<file path="config.mk">
export PLATFORM = sky130hd
export DESIGN_NAME = encoder_speed_accel_meter
export DESIGN_NICKNAME = d
export VERILOG_FILES = /design/src/rtl/core/esam_pkg.sv /design/src/rtl/core/esam_div.sv /design/src/rtl/core/encoder_speed_accel_meter.sv
export VERILOG_INCLUDE_DIRS = /design/src /design/src/rtl/core
export SDC_FILE = /design/constraint.sdc
export NUM_CORES = 2
export LEC_CHECK = 0
export ABC_AREA = 1
export BUFFER_PORTS_ARGS = -buffer_cell sky130_fd_sc_hd__buf_2
export CAP_MARGIN = 10
export CORE_ASPECT_RATIO = 1.5
export CORE_MARGIN = 5
export CORE_UTILIZATION = 30
export CTS_CLUSTER_DIAMETER = 30
export DETAILED_ROUTE_END_ITERATION = 8
export PLACE_DENSITY = 0.54
export SYNTH_ARGS = -nofsm -noshare
export SYNTH_HDL_FRONTEND = slang
export SYNTH_SLANG_ARGS = --single-unit
</file>
<file path="constraint.sdc">
create_clock -name clk -period 8.05 [get_ports clk]
set_clock_uncertainty 0.15 [all_clocks]
set_input_delay 0.4025 -clock clk [delete_from_list [all_inputs] [get_ports clk]]
set_output_delay 0.4025 -clock clk [all_outputs]
set_load 0.02 [all_outputs]
</file>
<file path="src/rtl/core/encoder_speed_accel_meter_assert.svh">
// Assertion macros for the encoder meter
`ifndef ENCODER_SPEED_ACCEL_METER_ASSERT_SVH
`define ENCODER_SPEED_ACCEL_METER_ASSERT_SVH

// Same-cycle implication, checked outside reset
`define ESAM_AST_NOW(lbl, ante, cons) \
  lbl: assert property (@(posedge clk) disable iff (!rst_n) (ante) |-> (cons)) \
    else $error("esam check failed");

// Next-cycle implication, checked outside reset
`define ESAM_AST_NXT(lbl, ante, cons) \
  lbl: assert property (@(posedge clk) disable iff (!rst_n) (ante) |=> (cons)) \
    else $error("esam check failed");

`endif

</file>
<file path="src/rtl/core/esam_pkg.sv">
`timescale 1ns / 1ps
package esam_pkg;

  localparam int DIV_W = 41;
  localparam int DSR_W = 32;

  typedef enum logic [1:0] {
    MODE_TICK  = 2'd0,
    MODE_EDGE  = 2'd1,
    MODE_CLR1  = 2'd2,
    MODE_CLR2  = 2'd3
  } mode_t;

  typedef enum logic [1:0] {
    REG_DIVIDER = 2'd0,
    REG_MAXSTEP = 2'd1,
    REG_TIMEOUT = 2'd2,
    REG_INVERT  = 2'd3
  } reg_idx_t;

  typedef struct packed {
    logic                    start;
    logic signed [DIV_W-1:0] dividend;
    logic [DSR_W-1:0]        divisor;
  } div_req_t;

endpackage

</file>
<file path="src/rtl/core/esam_div.sv">
`timescale 1ns / 1ps
module esam_div (
  input  logic                            clk,
  input  logic                            rst_n,
  input  esam_pkg::div_req_t              req,
  output logic                            done,
  output logic signed [esam_pkg::DIV_W-1:0] quotient
);
  import esam_pkg::*;

  localparam int CNT_W = $clog2(DIV_W + 1);

  logic               busy_r, busy_nxt;
  logic               done_r, done_nxt;
  logic [CNT_W-1:0]   cnt_r, cnt_nxt;
  logic               neg_r, neg_nxt;
  logic [DIV_W-1:0]   mag_r, mag_nxt;
  logic [DSR_W-1:0]   rem_r, rem_nxt;
  logic [DSR_W-1:0]   dsr_r, dsr_nxt;
  logic [DSR_W:0]     rem_sh;
  logic               ge;

  assign rem_sh = {rem_r, mag_r[DIV_W-1]};
  assign ge     = rem_sh >= {1'b0, dsr_r};

  always_comb begin
    busy_nxt = busy_r;
    done_nxt = 1'b0;
    cnt_nxt  = cnt_r;
    neg_nxt  = neg_r;
    mag_nxt  = mag_r;
    rem_nxt  = rem_r;
    dsr_nxt  = dsr_r;
    if (req.start) begin
      busy_nxt = 1'b1;
      cnt_nxt  = CNT_W'(DIV_W);
      neg_nxt  = req.dividend[DIV_W-1];
      mag_nxt  = req.dividend[DIV_W-1] ? DIV_W'(-req.dividend) : DIV_W'(req.dividend);
      rem_nxt  = '0;
      dsr_nxt  = req.divisor;
    end else if (busy_r) begin
      rem_nxt = ge ? DSR_W'(rem_sh - {1'b0, dsr_r}) : DSR_W'(rem_sh);
      mag_nxt = {mag_r[DIV_W-2:0], ge};
      cnt_nxt = cnt_r - CNT_W'(1);
      if (cnt_r == CNT_W'(1)) begin
        busy_nxt = 1'b0;
        done_nxt = 1'b1;
      end
    end
  end

  always_ff @(posedge clk) begin
    if (!rst_n) begin
      busy_r <= 1'b0;
      done_r <= 1'b0;
      cnt_r  <= '0;
    end else begin
      busy_r <= busy_nxt;
      done_r <= done_nxt;
      cnt_r  <= cnt_nxt;
    end
    neg_r <= neg_nxt;
    mag_r <= mag_nxt;
    rem_r <= rem_nxt;
    dsr_r <= dsr_nxt;
  end

  assign done     = done_r;
  assign quotient = neg_r ? -$signed(mag_r) : $signed(mag_r);

endmodule

</file>
<file path="src/rtl/core/encoder_speed_accel_meter.sv">
`timescale 1ns / 1ps
// Encoder speed and acceleration meter. Each request (1 ms tick, pulse edge or
// clear of a position total) returns exactly one result with speed x10,
// acceleration and both positions over the count divider. All quotients go
// through one shared restoring divider that retires one quotient bit per
// cycle. A request without a speed sample presents its result after two
// position quotients, a tick that forces a sample after scale, speed and
// position quotients, and an edge sample after scale, speed, acceleration and
// position quotients. A new request is taken once the previous one has moved
// into the output register; a stalled output holds a finished result until it
// is taken.
module encoder_speed_accel_meter #(
  parameter int COUNTER_MODULUS = 65536,
  parameter int HOLDOFF_TICKS   = 61
) (
  input  logic               clk,
  input  logic               rst_n,
  input  logic               in_valid,
  output logic               in_stall,
  input  logic [1:0]         in_mode,
  input  logic [15:0]        in_counter_sample,
  input  logic [31:0]        in_now_ms,
  output logic               out_valid,
  input  logic               out_stall,
  output logic signed [31:0] out_speed_x10,
  output logic signed [31:0] out_acceleration,
  output logic signed [31:0] out_position_one,
  output logic signed [31:0] out_position_two,
  input  logic               cfg_we,
  input  logic [1:0]         cfg_index,
  input  logic [15:0]        cfg_data
);
  import esam_pkg::*;

  typedef enum logic [3:0] {
    S_IDLE, S_PREP, S_SCALE, S_VGO, S_V, S_AGO, S_ACC, S_PSTART, S_POS1, S_DONE
  } state_t;

  localparam logic signed [17:0] MOD18 = 18'(COUNTER_MODULUS);
  localparam logic [5:0]         HOLD6 = 6'(HOLDOFF_TICKS);

  state_t state_r;
  logic   pos2_r;

  logic [13:0] divider_r;
  logic [14:0] max_step_r;
  logic [15:0] timeout_r;
  logic        invert_r;

  logic [1:0]  mode_r;
  logic [15:0] cnt_r;
  logic [31:0] now_r;

  logic [5:0]         phase_r;
  logic [15:0]        last_counter_r;
  logic [31:0]        last_time_r;
  logic [31:0]        total_one_r, total_two_r;
  logic signed [31:0] speed_now_r, speed_prev_r, accel_now_r;
  logic signed [17:0] d_r;
  logic [31:0]        ival_r;
  logic [13:0]        scale_r;
  logic signed [31:0] v_r, f_r;
  logic signed [31:0] pos1_r, pos2v_r;
  logic               out_valid_r;
  logic signed [31:0] o_speed_r, o_accel_r, o_pos1_r, o_pos2_r;

  logic                    div_start_r;
  logic signed [DIV_W-1:0] div_num_r;
  logic [DSR_W-1:0]        div_den_r;
  div_req_t                div_req;
  logic                    div_done;
  logic signed [DIV_W-1:0] div_q;

  function automatic logic signed [17:0] cdiff(input logic [15:0] from_v,
                                               input logic [15:0] to_v,
                                               input logic [14:0] ms,
                                               input logic        inv);
    logic signed [17:0] d0, d1, d2, msd;
    begin
      msd = $signed({3'b0, ms});
      d0  = $signed({2'b0, to_v}) - $signed({2'b0, from_v});
      d1  = (d0 > msd) ? d0 - MOD18 : d0;
      d2  = (d1 < -msd) ? d1 + MOD18 : d1;
      cdiff = inv ? -d2 : d2;
    end
  endfunction

  function automatic logic signed [31:0] sat32(input logic signed [DIV_W-1:0] x);
    begin
      if (x > $signed(DIV_W'(32'h7FFFFFFF)))
        sat32 = 32'sh7FFFFFFF;
      else if (x < -$signed(DIV_W'(33'h080000000)))
        sat32 = 32'sh80000000;
      else
        sat32 = x[31:0];
    end
  endfunction

  logic signed [17:0] d_now, pend;
  logic [31:0]        dt;
  logic [15:0]        tmo;
  logic [13:0]        eff_div;
  logic [5:0]         phase_tk;
  logic signed [31:0] prod;
  logic signed [32:0] fsum, fdiff;
  logic signed [31:0] fval;
  logic signed [DIV_W-1:0] acc_num;
  logic               smp;
  logic               div_go;

  assign d_now   = cdiff(last_counter_r, cnt_r, max_step_r, invert_r);
  assign pend    = d_now;
  assign dt      = now_r - last_time_r;
  assign tmo     = (timeout_r == 16'd0) ? 16'd1 : timeout_r;
  assign eff_div = (divider_r == 14'd0) ? 14'd1 : divider_r;
  assign phase_tk = (phase_r == 6'd2) ? 6'd1 :
                    (phase_r > 6'd2) ? phase_r - 6'd1 : phase_r;
  assign prod    = 32'(d_r * $signed({1'b0, scale_r}));
  assign fsum    = 33'($signed(div_q[31:0])) + 33'(speed_prev_r);
  assign fval    = fsum[32:1];
  assign fdiff   = 33'(f_r) - 33'(speed_prev_r);
  assign acc_num = (DIV_W'(fdiff) <<< 6) + (DIV_W'(fdiff) <<< 5) + (DIV_W'(fdiff) <<< 2);

  assign smp    = ((mode_t'(mode_r) == MODE_TICK) && (dt >= {16'd0, tmo})) ||
                  ((mode_t'(mode_r) == MODE_EDGE) && (phase_r == 6'd1));
  assign div_go = ((state_r == S_PREP) && smp) || (state_r == S_VGO) ||
                  (state_r == S_AGO) || (state_r == S_PSTART) ||
                  ((state_r == S_POS1) && div_done && !pos2_r);

  assign div_req = '{start: div_start_r, dividend: div_num_r, divisor: div_den_r};

  esam_div u_div (
    .clk      (clk),
    .rst_n    (rst_n),
    .req      (div_req),
    .done     (div_done),
    .quotient (div_q)
  );

  always_ff @(posedge clk) begin
    if (!rst_n) begin
      state_r        <= S_IDLE;
      pos2_r         <= 1'b0;
      divider_r      <= 14'd4;
      max_step_r     <= 15'd30000;
      timeout_r      <= 16'd100;
      invert_r       <= 1'b0;
      phase_r        <= '0;
      last_counter_r <= '0;
      last_time_r    <= '0;
      total_one_r    <= '0;
      total_two_r    <= '0;
      speed_now_r    <= '0;
      speed_prev_r   <= '0;
      accel_now_r    <= '0;
      out_valid_r    <= 1'b0;
      div_start_r    <= 1'b0;
    end else begin
      div_start_r <= div_go;
      if (out_valid_r && !out_stall && state_r != S_DONE) out_valid_r <= 1'b0;
      if (cfg_we) begin
        unique case (reg_idx_t'(cfg_index))
          REG_DIVIDER: divider_r  <= cfg_data[13:0];
          REG_MAXSTEP: max_step_r <= cfg_data[14:0];
          REG_TIMEOUT: timeout_r  <= cfg_data;
          REG_INVERT:  invert_r   <= cfg_data[0];
          default:     ;
        endcase
      end
      unique case (state_r)
        S_IDLE: begin
          if (in_valid) begin
            mode_r  <= in_mode;
            cnt_r   <= in_counter_sample;
            now_r   <= in_now_ms;
            state_r <= S_PREP;
          end
        end
        S_PREP: begin
          d_r   <= d_now;
          state_r <= S_PSTART;
          unique case (mode_t'(mode_r))
            MODE_TICK: begin
              phase_r <= phase_tk;
              if (dt >= {16'd0, tmo}) begin
                ival_r         <= {16'd0, tmo};
                total_one_r    <= total_one_r + 32'(d_now);
                total_two_r    <= total_two_r + 32'(d_now);
                last_counter_r <= cnt_r;
                last_time_r    <= now_r;
                phase_r        <= HOLD6;
                div_num_r      <= DIV_W'(10000);
                div_den_r      <= DSR_W'(eff_div);
                state_r        <= S_SCALE;
              end
            end
            MODE_EDGE: begin
              if (phase_r == 6'd0) begin
                last_counter_r <= cnt_r;
                last_time_r    <= now_r;
                phase_r        <= HOLD6;
              end else if (phase_r == 6'd1) begin
                ival_r         <= (dt == 32'd0) ? 32'd1 : dt;
                total_one_r    <= total_one_r + 32'(d_now);
                total_two_r    <= total_two_r + 32'(d_now);
                last_counter_r <= cnt_r;
                last_time_r    <= now_r;
                phase_r        <= HOLD6;
                div_num_r      <= DIV_W'(10000);
                div_den_r      <= DSR_W'(eff_div);
                state_r        <= S_SCALE;
              end
            end
            MODE_CLR1: total_one_r <= '0;
            MODE_CLR2: total_two_r <= '0;
            default:   ;
          endcase
        end
        S_SCALE: begin
          if (div_done) begin
            scale_r <= div_q[13:0];
            state_r <= S_VGO;
          end
        end
        S_VGO: begin
          div_num_r <= DIV_W'(prod);
          div_den_r <= ival_r;
          state_r   <= S_V;
        end
        S_V: begin
          if (div_done) begin
            v_r <= div_q[31:0];
            f_r <= fval;
            if (mode_t'(mode_r) == MODE_TICK) begin
              speed_now_r  <= fval;
              speed_prev_r <= fval;
              accel_now_r  <= '0;
              state_r      <= S_PSTART;
            end else begin
              state_r <= S_AGO;
            end
          end
        end
        S_AGO: begin
          div_num_r <= acc_num;
          div_den_r <= ival_r;
          state_r   <= S_ACC;
        end
        S_ACC: begin
          if (div_done) begin
            accel_now_r  <= sat32(div_q);
            speed_prev_r <= f_r;
            speed_now_r  <= v_r;
            state_r      <= S_PSTART;
          end
        end
        S_PSTART: begin
          div_num_r <= DIV_W'($signed(total_one_r)) + DIV_W'(pend);
          div_den_r <= DSR_W'(eff_div);
          pos2_r    <= 1'b0;
          state_r   <= S_POS1;
        end
        S_POS1: begin
          if (div_done) begin
            if (!pos2_r) begin
              pos1_r    <= sat32(div_q);
              pos2_r    <= 1'b1;
              div_num_r <= DIV_W'($signed(total_two_r)) + DIV_W'(pend);
              div_den_r <= DSR_W'(eff_div);
            end else begin
              pos2v_r <= sat32(div_q);
              state_r <= S_DONE;
            end
          end
        end
        S_DONE: begin
          if (!out_valid_r || !out_stall) begin
            o_speed_r   <= speed_now_r;
            o_accel_r   <= accel_now_r;
            o_pos1_r    <= pos1_r;
            o_pos2_r    <= pos2v_r;
            out_valid_r <= 1'b1;
            state_r     <= S_IDLE;
          end
        end
        default: state_r <= S_IDLE;
      endcase
    end
  end

  assign in_stall         = (state_r != S_IDLE);
  assign out_valid        = out_valid_r;
  assign out_speed_x10    = o_speed_r;
  assign out_acceleration = o_accel_r;
  assign out_position_one = o_pos1_r;
  assign out_position_two = o_pos2_r;

`include "encoder_speed_accel_meter_assert.svh"

  `ESAM_AST_NXT(a_take_blocks, in_valid && !in_stall, in_stall)
  `ESAM_AST_NOW(a_phase_range, 1'b1, phase_r <= HOLD6)
  `ESAM_AST_NOW(a_done_busy, div_done, state_r != S_IDLE && state_r != S_DONE)

endmodule
</file>
==> impl_metrics.yaml <==
clock_tree:
  htreeDepth: 4
  path_clk_slew_ns: 0.05
  numCtsBuffers: 170
  cts_sinks: 823
  clk_path_buf_depth: 4
  root_buffer: "clkbuf_16"
  clock_latency_ns: 0.83
  tritoncts: "yes"
yosys:
  synth_fp_nets: 7466
  yosysTopAreaCellShare_pct: 27.5
  synth_edf_count: 516
  syn_area_per_cell_um2: 8.36
  yosys.area.top_type: "edfxtp_1"
  syn_inst: 6742
  synth_cell_type_count: 64
  ys_async_sr_fraction_pct: 0
  yosysSeqAreaShare_pct: 38.4
  syn-cell-area_um2: 56400
  synth.area.top_cells: "edfxtp_1 27%, dfxtp_1 11%, nand2_1 11%, fa_1 9.8%, ha_1 8.3%"
  synth-seq-cells: 823
  synthFlopType: "edfxtp_1"
  yosysWarnings: 0
pwr:
  switching_share_pct: 48.3
  total_power_w: 0.0329
  power_density_nw_per_um2: 490
  ir_drop_mv: 0.919
  power.internal_w: 0.0170
  clkPwrFrac_pct: 21.2
  p_leak_nw: 30.6
  pwr-share-seq_pct: 17.0
  combinationalPowerShare_pct: 61.9
  power_switching_w: 0.0159
floorplan:
  initial_utilization_pct: 30.0
  io_pins: 203
  die_y_um: 541
  num_rows: 195
  core_um2: 188000
  die_width_um: 364
  dieArea_um2: 197000
placed_design:
  dp_hpwl_um: 129000
  place_congestion: 0.915
  placed_cell_area_um2: 60400
  port_buffers: 202
  pre_cts_ws_ns: 0.183
timing:
  setup-tns-final_ns: 0
  setup_viol: 0
  fin_ws_ns: 0.548
  slew_violations: 0
  fin_crit_sh_pct: 93.2
  period_needed_ns: 7.50
  slew_headroom_pct: 19.4
  fmax_ghz: 0.133
  worstMarginPinSlew_ns: 1.20
  final-hold-violation-count: 0
setup_path:
  cp.arrival_ns: 7.82
  cp_max_fo: 13
  end_kind: "flip-flop"
  slowest_stage: "fa_2"
  max_stage_delay_ns: 0.37
  cp_data_required_time_ns: 8.37
  path_class: "flip-flop to flip-flop"
  setup.worst_path.start_class: "flip-flop"
finish:
  fin_area_um2: 67200
  area_growth_syn_to_layout_pct: 19.2
  nNetsFinal: 7818
  final_common_cell: "nand2_1"
  fin_util_pct: 35.8
  mostFrequentLayoutCells: "1616 x nand2_1, 1044 x inv_1, 553 x a21oi_1, 516 x edfxtp_1, 400 x nor2_1"
  final_layout_size_suffix_gt1_share_pct: 10.2
routing:
  routed_wl_um: 166000
  drtIter0Drc: 2498
  wire_per_inst_um: 17.1
  viasPerCell: 4.78
  vias: 46300
  first_pass_iters: 6
  postRouteAntennaNets: 0
  drc: 0
hold_path:
  hold_path.class: "primary input to flip-flop"
grt:
  grt_pass1_vias: 47500
  grt_usage_pct: 16.5
  gr-total-overflow: 0
  antenna_found_initial: 4
  grt_max_degree: 97
  grt_pass1_wl_um: 259000
flow_run:
  cap_violations: 0
status:
  status: "finished clean"
==> worst max-delay path, delay by kind of cell (launching register included) <==
kind                     cells  cell delay [ns]
AND/OR/NAND/NOR             19             2.06
adder cells (fa/ha/maj)      6             1.64
AO/OA/AOI/OAI                9             1.33
buffers and inverters        9             0.92
XOR/XNOR                     4             0.76
flip-flops                   1             0.35
==> power by group through the flow <==
stage	logic [W]	clock network [W]	registers [W]
after detailed placement	0.0201	0	0.00566
after floorplan	0.0145	0	0.00552
after global placement	0.0199	0	0.00565
final	0.0204	0.00697	0.00558
after CTS	0.0202	0.00714	0.00558
after global routing	0.0231	0.00734	0.00563
==> area by class of cell <==
type / count / area (um2)
Clock buffer: 198 / 4570
Clock inverter: 108 / 1160
Timing Repair Buffer: 372 / 2530
Inverter: 1063 / 3990
Tap cell: 2462 / 3080
Fill cell: 19200 / 120000
Sequential cell: 823 / 21600
Antenna cell: 1 / 2.50
Multi-Input combinational cell: 4664 / 30200
==> cell usage after synthesis (4+ instances only) <==
| cell type | instances |
|---|---|
| nand2_1 | 1619 |
| inv_1 | 1050 |
| a21oi_1 | 559 |
| edfxtp_1 | 516 |
| nor2_1 | 412 |
| ha_1 | 374 |
| o21ai_0 | 359 |
| dfxtp_1 | 307 |
| fa_1 | 277 |
| nand3_1 | 228 |
| xor2_1 | 188 |
| clkbuf_1 | 154 |
| xnor2_1 | 96 |
| nor3_1 | 66 |
| nand4_1 | 65 |
| o211ai_1 | 53 |
| a31oi_1 | 46 |
| nand2_2 | 37 |
| a221oi_1 | 32 |
| nor4_1 | 32 |
| or2_2 | 32 |
| a21o_1 | 28 |
| buf_2 | 21 |
| o21a_1 | 17 |
| nand3b_1 | 16 |
| a21boi_0 | 13 |
| o21bai_1 | 13 |
| o31ai_1 | 13 |
| o21ai_1 | 12 |
| buf_6 | 10 |
| o2111ai_1 | 9 |
| inv_2 | 8 |
| o221ai_1 | 8 |
| nor2_2 | 7 |
| a211oi_1 | 5 |
| and2_1 | 5 |
| buf_1 | 4 |
| clkinv_1 | 4 |
| o221a_2 | 4 |
| o311ai_0 | 4 |
==> worst paths after layout <==
path | start | end | slack (ns) | depth (start not counted)
hold / removal | in_valid | state_r[3]$_SDFFE_PN0P_ | 0.15 | 5
hold reg to reg | accel_now_r[12]$_SDFFE_PN0P_ | out_acceleration[12]$_DFFE_PP_ | 0.20 | 0
setup / recovery | cnt_r[0]$_DFFE_PP_ | div_num_r[38]$_DFFE_PP_ | 0.55 | 47
setup reg to reg | cnt_r[0]$_DFFE_PP_ | div_num_r[38]$_DFFE_PP_ | 0.55 | 47
==> logic make-up (layout without fill, tap and decap cells) <==
logic type,after synthesis,count (layout),synth area share (%)
flops,823,823,38.4
simple gates,2534,2534,18.6
fa+ha+maj,651,651,18.1
other cells,0,1,0
xor+xnor,284,284,4.41
compound gates,1195,1195,11.9
buf+inv,1255,1741,8.56
==> sequential cells by signal (all words and copies together) (netlist names), 18 cells and up <==
| signal | flops |
|---|---|
| ival_r | 32 |
| out_position_two | 32 |
| out_position_one | 32 |
| f_r | 32 |
| speed_prev_r | 32 |
| v_r | 32 |
| d_r | 18 |
| total_one_r | 32 |
| now_r | 32 |
| u_div.dsr_r | 32 |
| pos1_r | 32 |
| last_time_r | 32 |
| out_speed_x10 | 32 |
| accel_now_r | 32 |
| div_num_r | 40 |
| u_div.rem_r | 32 |
| u_div.mag_r | 41 |
| div_den_r | 32 |
| out_acceleration | 32 |
| speed_now_r | 32 |
| total_two_r | 32 |
| pos2v_r | 32 |
==> per-stage QoR <==
step	hold WS, ns	instances
3_3_place_gp	0.251	9298
3_5_place_dp	0.255	9298
4_1_cts	0.109	9685
6_report	0.153	9691
2_1_floorplan	0.250	6742
5_1_grt	0.155	9691
==> what timing repair did <==
| action | 4_1_cts | 5_1_grt |
|---|---|---|
| setup endpoints to repair | 0 | 32 |
| endpoints found under the hold margin | 126 | 0 |
| gates resized for setup | 0 | 42 |
| hold buffers | 81 | 0 |
| buffers inserted | 0 | 4 |
==> layer usage <==
metal | GRT usage, % | share of wire, % | vias up
met1 | 18.4 | 39 | 21900
met3 | 1.86 | 4.1 | 373
li1 | - | - | 22900
met2 | 30.7 | 51 | 1112
met4 | 8.41 | 5.6 | 2
met5 | 0 | 0.0078 | -
(Power assumes the default switching activity.)
